==> config.mk <==
export PLATFORM = sky130hd
export DESIGN_NAME = sound_bank_toc_validator
export DESIGN_NICKNAME = d
export VERILOG_FILES = /design/src/sv/sbtv_pkg.sv /design/src/sv/sbtv_core.sv /design/src/sv/sound_bank_toc_validator.sv
export SDC_FILE = /design/constraint.sdc
export NUM_CORES = 1
export LEC_CHECK = 0
export BUFFER_PORTS_ARGS = -buffer_cell sky130_fd_sc_hd__buf_2
export CORE_MARGIN = 2
export CORE_UTILIZATION = 56
export DETAILED_ROUTE_END_ITERATION = 8
export PLACE_DENSITY = 0.81
export SLEW_MARGIN = 20
export SYNTH_ARGS = -nofsm -noshare
export SYNTH_HDL_FRONTEND = slang
export SYNTH_SLANG_ARGS = --single-unit
export TNS_END_PERCENT = 1
==> constraint.sdc <==
create_clock -name clk -period 10.5 [get_ports clk]
set_input_delay 1.05 -clock clk [delete_from_list [all_inputs] [get_ports clk]]
set_output_delay 1.05 -clock clk [all_outputs]
set_load 0.005 [all_outputs]
==> src/sv/sbtv_pkg.sv <==
package sbtv_pkg;

  localparam int MAX_SECTIONS = 64;

  localparam logic [31:0] HDR_MIN      = 32'h20;
  localparam logic [35:0] TABLE_BASE   = 36'h18;
  localparam logic [32:0] PAYLOAD_BASE = 33'h14;

  localparam logic [31:0] MAGIC_WORD = "NUS3";
  localparam logic [63:0] TOC_WORD   = "BANKTOC ";

  localparam int NUM_KINDS = 7;

  localparam logic [2:0] KIND_PROP = 3'd0;
  localparam logic [2:0] KIND_BINF = 3'd1;
  localparam logic [2:0] KIND_GRP  = 3'd2;
  localparam logic [2:0] KIND_DTON = 3'd3;
  localparam logic [2:0] KIND_TONE = 3'd4;
  localparam logic [2:0] KIND_PACK = 3'd5;
  localparam logic [2:0] KIND_JUNK = 3'd6;
  localparam logic [2:0] KIND_NONE = 3'd7;

  localparam logic [31:0] KIND_TAGS [NUM_KINDS] = '{
    32'h50524F50,  // PROP
    32'h42494E46,  // BINF
    32'h47525020,  // GRP
    32'h44544F4E,  // DTON
    32'h544F4E45,  // TONE
    32'h5041434B,  // PACK
    32'h4A554E4B   // JUNK
  };

  localparam logic [3:0] ERR_OK        = 4'd0;
  localparam logic [3:0] ERR_SHORT     = 4'd1;
  localparam logic [3:0] ERR_MAGIC     = 4'd2;
  localparam logic [3:0] ERR_TOC_TAG   = 4'd3;
  localparam logic [3:0] ERR_COUNT     = 4'd4;
  localparam logic [3:0] ERR_OVERRUN   = 4'd5;
  localparam logic [3:0] ERR_UNKNOWN   = 4'd6;
  localparam logic [3:0] ERR_DUPLICATE = 4'd7;
  localparam logic [3:0] ERR_MISSING   = 4'd8;

  // Sections that every file must carry (PACK is optional).
  localparam logic [4:0] REQUIRED_MASK = 5'b11111;

  typedef struct packed {
    logic [7:0] byte_value;
    logic       start_req;
  } in_item_t;

  typedef struct packed {
    logic        is_section;
    logic [2:0]  section_kind;
    logic [31:0] section_offset;
    logic [31:0] section_size;
    logic        done_res;
    logic [3:0]  error_code;
  } out_item_t;

endpackage

==> src/sv/sbtv_core.sv <==
module sbtv_core (
  input  logic                clk,
  input  logic                rst,
  input  logic [31:0]         file_length,
  input  sbtv_pkg::in_item_t  item,
  input  logic                commit,
  output logic                res_valid,
  output sbtv_pkg::out_item_t res
);
  import sbtv_pkg::*;

  logic [4:0]  pos;
  logic [31:0] toc_length;
  logic [6:0]  section_count;
  logic [6:0]  entry_index;
  logic [31:0] entry_tag;
  logic [31:0] entry_length;
  logic [32:0] running_offset;
  logic [5:0]  seen;
  logic        finished;

  logic [4:0]  pos_next;
  logic [31:0] toc_length_next;
  logic [6:0]  section_count_next;
  logic [6:0]  entry_index_next;
  logic [31:0] entry_tag_next;
  logic [31:0] entry_length_next;
  logic [32:0] running_offset_next;
  logic [5:0]  seen_next;
  logic        finished_next;

  // State as seen by this request, after a start has cleared it.
  logic [4:0]  pos_eff;
  logic [31:0] toc_eff;
  logic [6:0]  count_eff;
  logic [6:0]  index_eff;
  logic [31:0] tag_eff;
  logic [31:0] len_eff;
  logic [32:0] run_eff;
  logic [5:0]  seen_eff;
  logic        fin_eff;

  logic [7:0]  b;
  logic [2:0]  e;
  logic [31:0] tag_w;
  logic [31:0] len_w;
  logic [31:0] toc_w;
  logic [33:0] entry_end;
  logic [35:0] table_end;
  logic [2:0]  kind;
  logic [6:0]  index_inc;
  logic [5:0]  seen_w;

  always_comb begin
    b         = item.byte_value;
    pos_eff   = pos;
    toc_eff   = toc_length;
    count_eff = section_count;
    index_eff = entry_index;
    tag_eff   = entry_tag;
    len_eff   = entry_length;
    run_eff   = running_offset;
    seen_eff  = seen;
    fin_eff   = finished;
    if (item.start_req) begin
      pos_eff   = '0;
      toc_eff   = '0;
      count_eff = '0;
      index_eff = '0;
      tag_eff   = '0;
      len_eff   = '0;
      run_eff   = '0;
      seen_eff  = '0;
      fin_eff   = 1'b0;
    end

    pos_next            = pos_eff;
    toc_length_next     = toc_eff;
    section_count_next  = count_eff;
    entry_index_next    = index_eff;
    entry_tag_next      = tag_eff;
    entry_length_next   = len_eff;
    running_offset_next = run_eff;
    seen_next           = seen_eff;
    finished_next       = fin_eff;

    res_valid = 1'b0;
    res       = '0;

    e     = pos_eff[2:0];
    tag_w = tag_eff;
    len_w = len_eff;
    toc_w = toc_eff;
    for (int i = 0; i < 4; i++) begin
      if (pos_eff[1:0] == 2'(i)) begin
        len_w[8*i +: 8] = len_eff[8*i +: 8] | b;
        toc_w[8*i +: 8] = toc_eff[8*i +: 8] | b;
      end
    end
    if (pos_eff >= 5'd24 && !e[2]) begin
      tag_w = {tag_eff[23:0], b};
      len_w = len_eff;
    end

    entry_end = {1'b0, run_eff} + {2'b00, len_w} + 34'd8;
    table_end = TABLE_BASE + {1'b0, len_w, 3'b000};
    index_inc = index_eff + 7'd1;

    kind = KIND_NONE;
    for (int k = NUM_KINDS - 1; k >= 0; k--) begin
      if (tag_w == KIND_TAGS[k]) begin
        kind = 3'(k);
      end
    end
    seen_w = seen_eff;
    if (kind < KIND_JUNK) begin
      seen_w[kind] = 1'b1;
    end

    if (item.start_req && file_length < HDR_MIN) begin
      res_valid     = 1'b1;
      res.done_res  = 1'b1;
      res.error_code = ERR_SHORT;
      finished_next = 1'b1;
    end else if (!fin_eff) begin
      if (pos_eff < 5'd4) begin
        if (b != MAGIC_WORD[8*(3 - int'(pos_eff[1:0])) +: 8]) begin
          res_valid      = 1'b1;
          res.done_res   = 1'b1;
          res.error_code = ERR_MAGIC;
          finished_next  = 1'b1;
        end else begin
          pos_next = pos_eff + 5'd1;
        end
      end else if (pos_eff < 5'd8) begin
        pos_next = pos_eff + 5'd1;
      end else if (pos_eff < 5'd16) begin
        if (b != TOC_WORD[8*(7 - int'(pos_eff[2:0])) +: 8]) begin
          res_valid      = 1'b1;
          res.done_res   = 1'b1;
          res.error_code = ERR_TOC_TAG;
          finished_next  = 1'b1;
        end else begin
          pos_next = pos_eff + 5'd1;
        end
      end else if (pos_eff < 5'd20) begin
        toc_length_next = toc_w;
        pos_next        = pos_eff + 5'd1;
      end else if (pos_eff < 5'd24) begin
        entry_length_next = len_w;
        pos_next          = pos_eff + 5'd1;
        if (pos_eff == 5'd23) begin
          // The whole 32-bit count is checked before it is narrowed.
          if (len_w == 32'd0 || len_w > 32'(MAX_SECTIONS)
              || table_end > {4'b0000, file_length}) begin
            res_valid      = 1'b1;
            res.done_res   = 1'b1;
            res.error_code = ERR_COUNT;
            finished_next  = 1'b1;
          end else begin
            section_count_next  = len_w[6:0];
            entry_index_next    = '0;
            entry_length_next   = '0;
            entry_tag_next      = '0;
            running_offset_next = PAYLOAD_BASE + {1'b0, toc_eff};
          end
        end
      end else begin
        entry_tag_next    = tag_w;
        entry_length_next = len_w;
        if (e == 3'd7) begin
          pos_next = 5'd24;
          if (entry_end > {2'b00, file_length}) begin
            res_valid      = 1'b1;
            res.done_res   = 1'b1;
            res.error_code = ERR_OVERRUN;
            finished_next  = 1'b1;
          end else if (kind == KIND_NONE) begin
            res_valid      = 1'b1;
            res.done_res   = 1'b1;
            res.error_code = ERR_UNKNOWN;
            finished_next  = 1'b1;
          end else if (kind < KIND_JUNK && seen_eff[kind]) begin
            res_valid      = 1'b1;
            res.done_res   = 1'b1;
            res.error_code = ERR_DUPLICATE;
            finished_next  = 1'b1;
          end else begin
            res_valid           = 1'b1;
            res.is_section      = 1'b1;
            res.section_kind    = kind;
            res.section_offset  = run_eff[31:0] + 32'd8;
            res.section_size    = len_w;
            seen_next           = seen_w;
            running_offset_next = entry_end[32:0];
            entry_index_next    = index_inc;
            entry_tag_next      = '0;
            entry_length_next   = '0;
            if (index_inc >= count_eff) begin
              finished_next  = 1'b1;
              res.done_res   = 1'b1;
              res.error_code = (seen_w[4:0] == REQUIRED_MASK) ? ERR_OK : ERR_MISSING;
            end
          end
        end else begin
          pos_next = pos_eff + 5'd1;
        end
      end
    end
  end

  always_ff @(posedge clk) begin
    if (rst) begin
      pos            <= '0;
      toc_length     <= '0;
      section_count  <= '0;
      entry_index    <= '0;
      entry_tag      <= '0;
      entry_length   <= '0;
      running_offset <= '0;
      seen           <= '0;
      finished       <= 1'b1;
    end else if (commit) begin
      pos            <= pos_next;
      toc_length     <= toc_length_next;
      section_count  <= section_count_next;
      entry_index    <= entry_index_next;
      entry_tag      <= entry_tag_next;
      entry_length   <= entry_length_next;
      running_offset <= running_offset_next;
      seen           <= seen_next;
      finished       <= finished_next;
    end
  end

endmodule

==> src/sv/sound_bank_toc_validator.sv <==
// An accepted byte request is held in the input register; a result that it yields
// is then registered into the output register when that byte is committed.
// Throughput: one byte per cycle; a byte that yields a result waits in the
// input register only while an earlier result is held at the output.
// Reset (rst, synchronous, active high) empties both registers, clears
// file_length to zero and leaves the checker idle until a start byte.
module sound_bank_toc_validator (
  input  logic                clk,
  input  logic                rst,
  input  logic                in_valid,
  output logic                in_ready,
  input  sbtv_pkg::in_item_t  in_data,
  output logic                out_valid,
  input  logic                out_ready,
  output sbtv_pkg::out_item_t out_data,
  input  logic                cfg_we,
  input  logic [31:0]         cfg_wdata
);
  import sbtv_pkg::*;

  logic [31:0] file_length;
  logic        s1_valid;
  in_item_t    s1_item;
  logic        core_res_valid;
  out_item_t   core_res;
  logic        s1_advance;
  logic        commit;

  // A byte that yields no result never waits on the output side.
  assign s1_advance = !core_res_valid || !out_valid || out_ready;
  assign commit     = s1_valid && s1_advance;
  assign in_ready   = !s1_valid || s1_advance;

  sbtv_core u_core (
    .clk         (clk),
    .rst         (rst),
    .file_length (file_length),
    .item        (s1_item),
    .commit      (commit),
    .res_valid   (core_res_valid),
    .res         (core_res)
  );

  always_ff @(posedge clk) begin
    if (rst) begin
      file_length <= '0;
      s1_valid    <= 1'b0;
      out_valid   <= 1'b0;
    end else begin
      if (cfg_we) begin
        file_length <= cfg_wdata;
      end
      if (in_valid && in_ready) begin
        s1_valid <= 1'b1;
      end else if (s1_advance) begin
        s1_valid <= 1'b0;
      end
      if (commit && core_res_valid) begin
        out_valid <= 1'b1;
      end else if (out_ready) begin
        out_valid <= 1'b0;
      end
    end
  end

  always_ff @(posedge clk) begin
    if (in_valid && in_ready) begin
      s1_item <= in_data;
    end
    if (commit && core_res_valid) begin
      out_data <= core_res;
    end
  end

endmodule
After elaboration in Yosys (flattened, before gate mapping)
Cells that the tools add are included.
- order comparisons: 14
- multiplexer cells: 175
- reduce and logical (&&, ||, !) cells: 22
- add/subtract/negate cells: 9
- divide/modulo/power cells: 0
- shifts and indexed selects: 2
- equality and inequality tests: 16
- $mul: 0
- bitwise gates (word level): 9
- operator list (kind ; count):
    32-bit 2-to-1 mux ; 37
    73-bit 2-to-1 mux ; 10
    33-bit 2-to-1 mux ; 14
    68-bit 2-to-1 mux ; 5
    32-bit by 31-bit equality test with 1-bit output (second input constant) ; 7
    7-bit 2-to-1 mux ; 24
    5-bit 2-to-1 mux ; 23
    6-bit 2-to-1 mux ; 13
    8-bit 2-to-1 mux ; 8
    8-bit bitwise OR ; 8
    64-bit by 32-bit variable part select with 8-bit output (first input constant) ; 1
    5-bit by 35-bit adder with 36-bit output (first input constant) ; 1
    36-bit by 32-bit > comparator with 1-bit output ; 1
    33-bit by 32-bit adder with 34-bit output ; 1
    34-bit by 4-bit adder with 34-bit output (second input constant) ; 1
    34-bit by 32-bit > comparator with 1-bit output ; 1
    5-bit by 32-bit adder with 33-bit output (first input constant) ; 1
    32-bit by 4-bit adder with 32-bit output (second input constant) ; 1
    32-bit by 7-bit > comparator with 1-bit output (second input constant) ; 1
    32-bit logical NOT ; 1
    32-bit by 6-bit < comparator with 1-bit output (second input constant) ; 1
    1-bit 2-to-1 mux ; 32
    32-bit by 32-bit variable part select with 8-bit output (first input constant) ; 1
    8-bit inequality test ; 2
    other kinds (29) ; 52
- memories: 0
- RAM bits: 0
- latch bits: 0
- bits in registers: 271
- logic and storage cells: 268
- ROM bits: 0

Longest topological paths before layout
- depth in word-level cells: 38
- depth in mapped cells: 40
- mapped depth without buffers: 29

Cells and area by module
Synthesis repeated with hierarchy kept, for this count alone.
- cells, all modules: 2252
- area total of the unflattened synthesis: 19028.2 µm²
- modules (own cells, without submodules) (module ; instances ; cells an instance ; area an instance (µm²)):
    sbtv_core ; 1 ; 2054 ; 15298.4
    sound_bank_toc_validator ; 1 ; 198 ; 3729.8

Worst setup path before layout
Ideal clock, no wire load.
- kind: register to register
- start: register s1_item[0] (netlist bit)
- end: register out_data[0] (netlist bit), enable pin
- stages on the path, launching flop included: 32
- data arrival time: 9.945 ns
- slack: 0.050 ns
- buffers on the path: 10
- library setup time: 0.505 ns
- cell sequence: edfxtp_1 buf_2 buf_6 inv_1 buf_4 buf_1 buf_1 clkbuf_1 buf_1 nand2_1 ha_1 buf_1 a32oi_2 a2111o_1 or4_4 nor3_4 nand2_2 nor3_4 and4_1 buf_4 and3_1 a21oi_1 a21oi_1 ha_1 a21o_1 a211oi_1 a211oi_1 o31a_1 a211oi_2 o221ai_2 clkbuf_1 nor2_1
- cells in the longest elaborated chain, start to end: 21
- elaborated cells on any way between the ends: 56
- classes of those cells: add/sub: 3; order compare: 8; eq/ne: 7; shift: 2; mux: 20; bitwise: 4; reduce/logical: 12
- ends and longest elaborated chain (item ; line ; text):
    from (decl) ; sound_bank_toc_validator.sv:23 ; in_item_t s1_item;
    from (signal assigned) ; sound_bank_toc_validator.sv:68 ; s1_item <= in_data;
    5-bit 2-to-1 mux / 32-bit 2-to-1 mux (equally long branches) ; sbtv_core.sv:65 ; if (item.start_req) begin
    5-bit >= comparator (tied with other cells) ; sbtv_core.sv:100 ; if (pos_eff >= 5'd24 && !e[2]) begin
    1-bit logical AND / 8-bit 2-to-1 mux (equally long branches) ; sbtv_core.sv:100, sbtv_core.sv:95 ;
    32-bit 2-to-1 mux ; sbtv_core.sv:100 ;
    5-bit by 35-bit adder with 36-bit output (tied with other cells) ; sbtv_core.sv:106 ; table_end = TABLE_BASE + {1'b0, len_w, 3'b000};
    36-bit by 32-bit > comparator with 1-bit output / 1-bit logical OR (equally long branches) ; sbtv_core.sv:155, sbtv_core.sv:154 ;
    1-bit logical OR ; sbtv_core.sv:155 ; || table_end > {4'b0000, file_length}) begin
    1-bit 2-to-1 mux ; sbtv_core.sv:154 ; if (len_w == 32'd0 || len_w > 32'(MAX_SECTIONS)
    [4 not listed] ; n/a ;
    1-bit 2-to-1 mux ; sbtv_core.sv:135 ; end else if (pos_eff < 5'd8) begin
    1-bit 2-to-1 mux ; sbtv_core.sv:126 ; if (pos_eff < 5'd4) begin
    1-bit 2-to-1 mux ; sbtv_core.sv:125 ; end else if (!fin_eff) begin
    1-bit 2-to-1 mux * ; sbtv_core.sv:120 ; if (item.start_req && file_length < HDR_MIN) begin
    1-bit logical NOT ; sound_bank_toc_validator.sv:30 ; assign s1_advance = !core_res_valid || !out_valid || out_ready;
    1-bit logical OR (2 in a row) ; sound_bank_toc_validator.sv:30 ;
    1-bit logical AND ; sound_bank_toc_validator.sv:31 ; assign commit = s1_valid && s1_advance;
    1-bit logical AND * ; sound_bank_toc_validator.sv:70 ; if (commit && core_res_valid) begin
    to (signal assigned) ; sound_bank_toc_validator.sv:71 ; out_data <= core_res;
    to (decl) ; sound_bank_toc_validator.sv:15 ; output sbtv_pkg::out_item_t out_data,
Every way passes the cells marked *; elsewhere a longest branch is shown, timed or not.
A chain may end at the register's enable or synchronous reset.

Final worst setup path
- start: register s1_item[0] (netlist bit)
- end: register u_core.running_offset[28]
- cells in the longest elaborated chain, start to end: 26
- elaborated cells on any way between the ends: 96
- classes of those cells: add/sub: 6; order compare: 10; eq/ne: 15; shift: 2; mux: 47; bitwise: 4; reduce/logical: 12
- ends and longest elaborated chain (item ; line ; text):
    branches (longest 26 deep; another with 33-bit by 32-bit adder with 34-bit output) ; n/a ;
    to (signal assigned) ; sbtv_core.sv:230 ; running_offset <= running_offset_next;
    to (decl) ; sbtv_core.sv:18 ; logic [32:0] running_offset;
Several ways; the timed one is not identified. The select of a mux whose other input is x is not followed.

==> insert_results.sql <==
INSERT INTO impl_metrics (metric_group, metric, value, unit) VALUES
('clocking', 'cts-htree-levels', '1', ''),
('logic_synthesis', 'post_synth_edffs', '82', ''),
('timing', 'setup_slack', '1.24', 'ns'),
('route', 'vias_per_cell', '6.76', ''),
('global_routing', 'gr_util_met2', '57.3', '%'),
('timing', 'setup_violations', '0', ''),
('route', 'post_route_wl', '65100', 'um'),
('logic_synthesis', 'synth.distinct_cells', '97', ''),
('clocking', 'numCtsBuffers', '30', ''),
('timing', 'fin_crit_sh', '88.1', '%'),
('power_and_ir_drop', 'pwr_density_cell', '119', 'mW/mm2'),
('floorplan', 'placement_rows', '66', ''),
('floorplan', 'num_io_pins', '121', ''),
('power_and_ir_drop', 'p_total', '0.00243', 'W'),
('setup_path', 'largest_incremental_delay_on_the_critical_path', '0.88', 'ns'),
('logic_synthesis', 'mappedNetlistArea', '0.0185', 'mm2'),
('route', 'detail_route.iter0.violations', '2542', ''),
('logic_synthesis', 'postSynthCellCount', '2110', ''),
('clocking', 'worstSkewPairLatency', '0.59', 'ns'),
('logic_synthesis', 'number_of_warning_messages_in_the_yosys_log', '0', ''),
('floorplan', 'chipWidth', '186', 'um'),
('final_layout', 'final-instance-count-excl-fill', '2639', ''),
('floorplan', 'die_area', '0.0345', 'mm2'),
('setup_path', 'timing.critical_path.from_type', 'register', ''),
('setup_path', 'worstPathMaxFanout', '27', ''),
('route', 'antenna_left', '0', ''),
('floorplan', 'start_util', '56.9', '%'),
('timing', 'hold_violations', '0', ''),
('logic_synthesis', 'yosysSeqAreaShare', '33.8', '%'),
('global_routing', 'grt_use_met1', '49.1', '%'),
('timing', 'slew_headroom', '24.4', '%'),
('global_routing', 'grt_first_pass_wirelength', '98100', 'um'),
('min_path', 'worstHoldPathType', 'register to register', ''),
('status', 'outcome', 'finished clean', ''),
('clocking', 'holdBufCountCts', '0', ''),
('placement', 'io_buffers', '120', ''),
('floorplan', 'core_area', '0.0325', 'mm2'),
('global_routing', 'grt_use_met3', '7.63', '%'),
('floorplan', 'fp.dieH', '186', 'um'),
('clocking', 'clkTransAtPathRegs', '0.06', 'ns'),
('clocking', 'cts_repair_resize_count', '0', ''),
('power_and_ir_drop', 'cellLeakagePower', '8.09', 'nW'),
('setup_path', 'arrival', '9.71', 'ns'),
('timing', 'holdWs', '0.453', 'ns'),
('placement', 'numPlacedInstances', '2582', ''),
('power_and_ir_drop', 'vdd_drop_max', '0.000135', 'V'),
('route', 'vias', '17800', ''),
('global_routing', 'gr-max-usage-layer', 'met2', ''),
('logic_synthesis', 'synthFlopType', 'sky130_fd_sc_hd__dfxtp_1', ''),
('timing', 'slew_viol_final', '0', ''),
('global_routing', 'gr-usage-all-layers', '37.3', '%'),
('setup_path', 'cp_data_required_time', '10.95', 'ns'),
('flow_run', 'total_of_max_cap_violations', '0', ''),
('logic_synthesis', 'synth_async_sr_flop_share', '0', '%'),
('global_routing', 'initial_antenna_violation_count', '2', ''),
('placement', 'gpl.final_weighted_congestion', '1.06', ''),
('timing', 'max_freq', '108', 'MHz'),
('timing', 'skew', '0.0237', 'ns'),
('final_layout', 'areaGrowthSynthToFinish', '10.2', '%'),
('final_layout', 'fillerInstances', '2799', ''),
('global_routing', 'grt_pass1_vias', '16800', ''),
('setup_path', 'critical_path_buf_inv_count', '2', ''),
('clocking', 'clkSinkCount', '271', ''),
('global_routing', 'grt_start_max_net_pins', '81', ''),
('placement', 'post-place-ws', '1.67', 'ns'),
('placement', 'dp_hpwl', '47400', 'um'),
('setup_path', 'worst_path_max_delay_cell', 'sky130_fd_sc_hd__a32oi_1', ''),
('route', 'wl_per_cell', '24.7', 'um'),
('route', 'drt-pass1-iter-count', '8', ''),
('setup_path', 'worst-setup-path-type', 'register to register', ''),
('setup_path', 'setup.worst_path.end_class', 'register', '');
==> cell usage after synthesis, drive strengths merged (64+ instances only) <==
cell type,n,area [um2]
nor2,237,890
ha,142,1780
nor2b,67,419
o21ai,81,405
clkbuf,73,274
a21oi,84,420
edfxtp,82,2460
nand2,137,519
inv,105,394
a22oi,68,510
mux2i,64,648
xnor2,83,727
dfxtp,189,3780
==> area by class of cell <==
class                      instances  area [um2]  area share (%)
clock buffer                      43         872            4.28
clock inverter                    13         149           0.731
tap                              442         553            2.71
antenna                            1        2.50          0.0123
inverter                         105         394            1.93
timing repair buffer             149         833            4.09
multi-input combinational       1615       11300            55.6
sequential                       271        6250            30.6
==> sequential cells by signal, summed over array words and instances, names as in the netlist, 5 cells and up <==
name	flops
u_core.section_count	7
u_core.running_offset	33
u_core.entry_tag	32
u_core.pos	5
u_core.seen	6
s1_item	9
u_core.entry_length	32
u_core.toc_length	32
u_core.entry_index	7
file_length	32
out_data	73
==> path summary, 6_finish.rpt <==
| path | from | end | slack [ns] | cells after the start |
|---|---|---|---|---|
| worst max-delay path | s1_item[0] | u_core.running_offset[28] | 1.24 | 25 |
| worst min-delay path | u_core.seen[2] | u_core.seen[2] | 0.45 | 2 |
| worst max register to register | s1_item[0] | u_core.running_offset[28] | 1.24 | 25 |
| worst min register to register | u_core.seen[2] | u_core.seen[2] | 0.45 | 2 |
==> report_power, final <==
group	leakage [nW]	switching [W]	internal, W
Combinational	5.37	0.000144	0.0000679
Clock	0.493	0.000456	0.000649
Sequential	2.23	0.0000137	0.00110
Total	8.09	0.000613	0.00181
==> worst register-to-register path: stages (launching register included) <==
cell	delay [ns]
sky130_fd_sc_hd__edfxtp_1	0.38
sky130_fd_sc_hd__buf_4	0.22
sky130_fd_sc_hd__nand4bb_2	0.79
sky130_fd_sc_hd__a32oi_1	0.89
sky130_fd_sc_hd__inv_1	0.14
sky130_fd_sc_hd__ha_1	0.24
sky130_fd_sc_hd__ha_1	0.32
sky130_fd_sc_hd__a2111oi_0	0.56
sky130_fd_sc_hd__a211oi_1	0.08
sky130_fd_sc_hd__o21ai_0	0.18
sky130_fd_sc_hd__a211o_1	0.24
sky130_fd_sc_hd__nand2_1	0.14
sky130_fd_sc_hd__a211oi_1	0.48
sky130_fd_sc_hd__o21ai_0	0.22
sky130_fd_sc_hd__a31oi_1	0.35
sky130_fd_sc_hd__mux2i_1	0.17
sky130_fd_sc_hd__or2_2	0.33
sky130_fd_sc_hd__ha_1	0.20
sky130_fd_sc_hd__a211oi_1	0.26
sky130_fd_sc_hd__o211ai_1	0.12
sky130_fd_sc_hd__o21ai_0	0.38
sky130_fd_sc_hd__nand2_1	0.08
sky130_fd_sc_hd__and4b_1	0.61
sky130_fd_sc_hd__nand4_1	0.51
sky130_fd_sc_hd__a21o_1	0.73
sky130_fd_sc_hd__a221o_1	0.53
==> through the flow <==
step | util [%] | cell area [um2]
5_1_grt | 62.6 | 20400
4_1_cts | 62.6 | 20400
3_5_place_dp | 59.5 | 19400
2_1_floorplan | - | 18500
3_3_place_gp | 59.5 | 19400
6_report | 62.6 | 20400
==> cells by family (layout without fill, tap and decap cells) <==
kind of cell	after synthesis	after routing	synth area share, %
and+or+nand+nor	782	782	22.2
xor gates and xnor gates	110	110	5.21
AOI/OAI and AO/OA	511	511	20.1
DFF	271	271	33.8
other	0	1	0
muxes	69	69	3.83
adders and majority gates	143	143	9.71
buffers and inverters	224	310	5.13
==> per-layer routing <==
layer | part of all wire (%) | wire length, um
met3 | 12 | 7590
met1 | 39 | 25400
met5 | 0.011 | 7
met4 | 6.2 | 4060
met2 | 43 | 28100
==> placed cells by master (no fill, tap or decap), types with 13 or more instances in the layout <==
cell type                     n
sky130_fd_sc_hd__nor2_1     235
sky130_fd_sc_hd__dfxtp_1    189
sky130_fd_sc_hd__ha_1       142
sky130_fd_sc_hd__nand2_1    134
sky130_fd_sc_hd__buf_2      119
sky130_fd_sc_hd__inv_1      103
sky130_fd_sc_hd__a21oi_1     84
sky130_fd_sc_hd__xnor2_1     83
sky130_fd_sc_hd__edfxtp_1    82
sky130_fd_sc_hd__o21ai_0     79
sky130_fd_sc_hd__a22oi_1     68
sky130_fd_sc_hd__nor2b_1     67
sky130_fd_sc_hd__mux2i_1     62
sky130_fd_sc_hd__nand4_1     53
sky130_fd_sc_hd__nand3_1     53
sky130_fd_sc_hd__a21o_1      46
sky130_fd_sc_hd__a22o_1      38
sky130_fd_sc_hd__nand2b_1    36
sky130_fd_sc_hd__clkbuf_16   32
sky130_fd_sc_hd__and3_1      31
sky130_fd_sc_hd__nor3_1      31
sky130_fd_sc_hd__buf_4       29
sky130_fd_sc_hd__xor2_1      27
sky130_fd_sc_hd__nor4_1      25
sky130_fd_sc_hd__a32oi_1     21
sky130_fd_sc_hd__a31oi_1     21
sky130_fd_sc_hd__a211oi_1    19
sky130_fd_sc_hd__and2_1      15
sky130_fd_sc_hd__o2bb2ai_1   15
sky130_fd_sc_hd__o21a_1      13
Power figures use the tool's default switching activity.
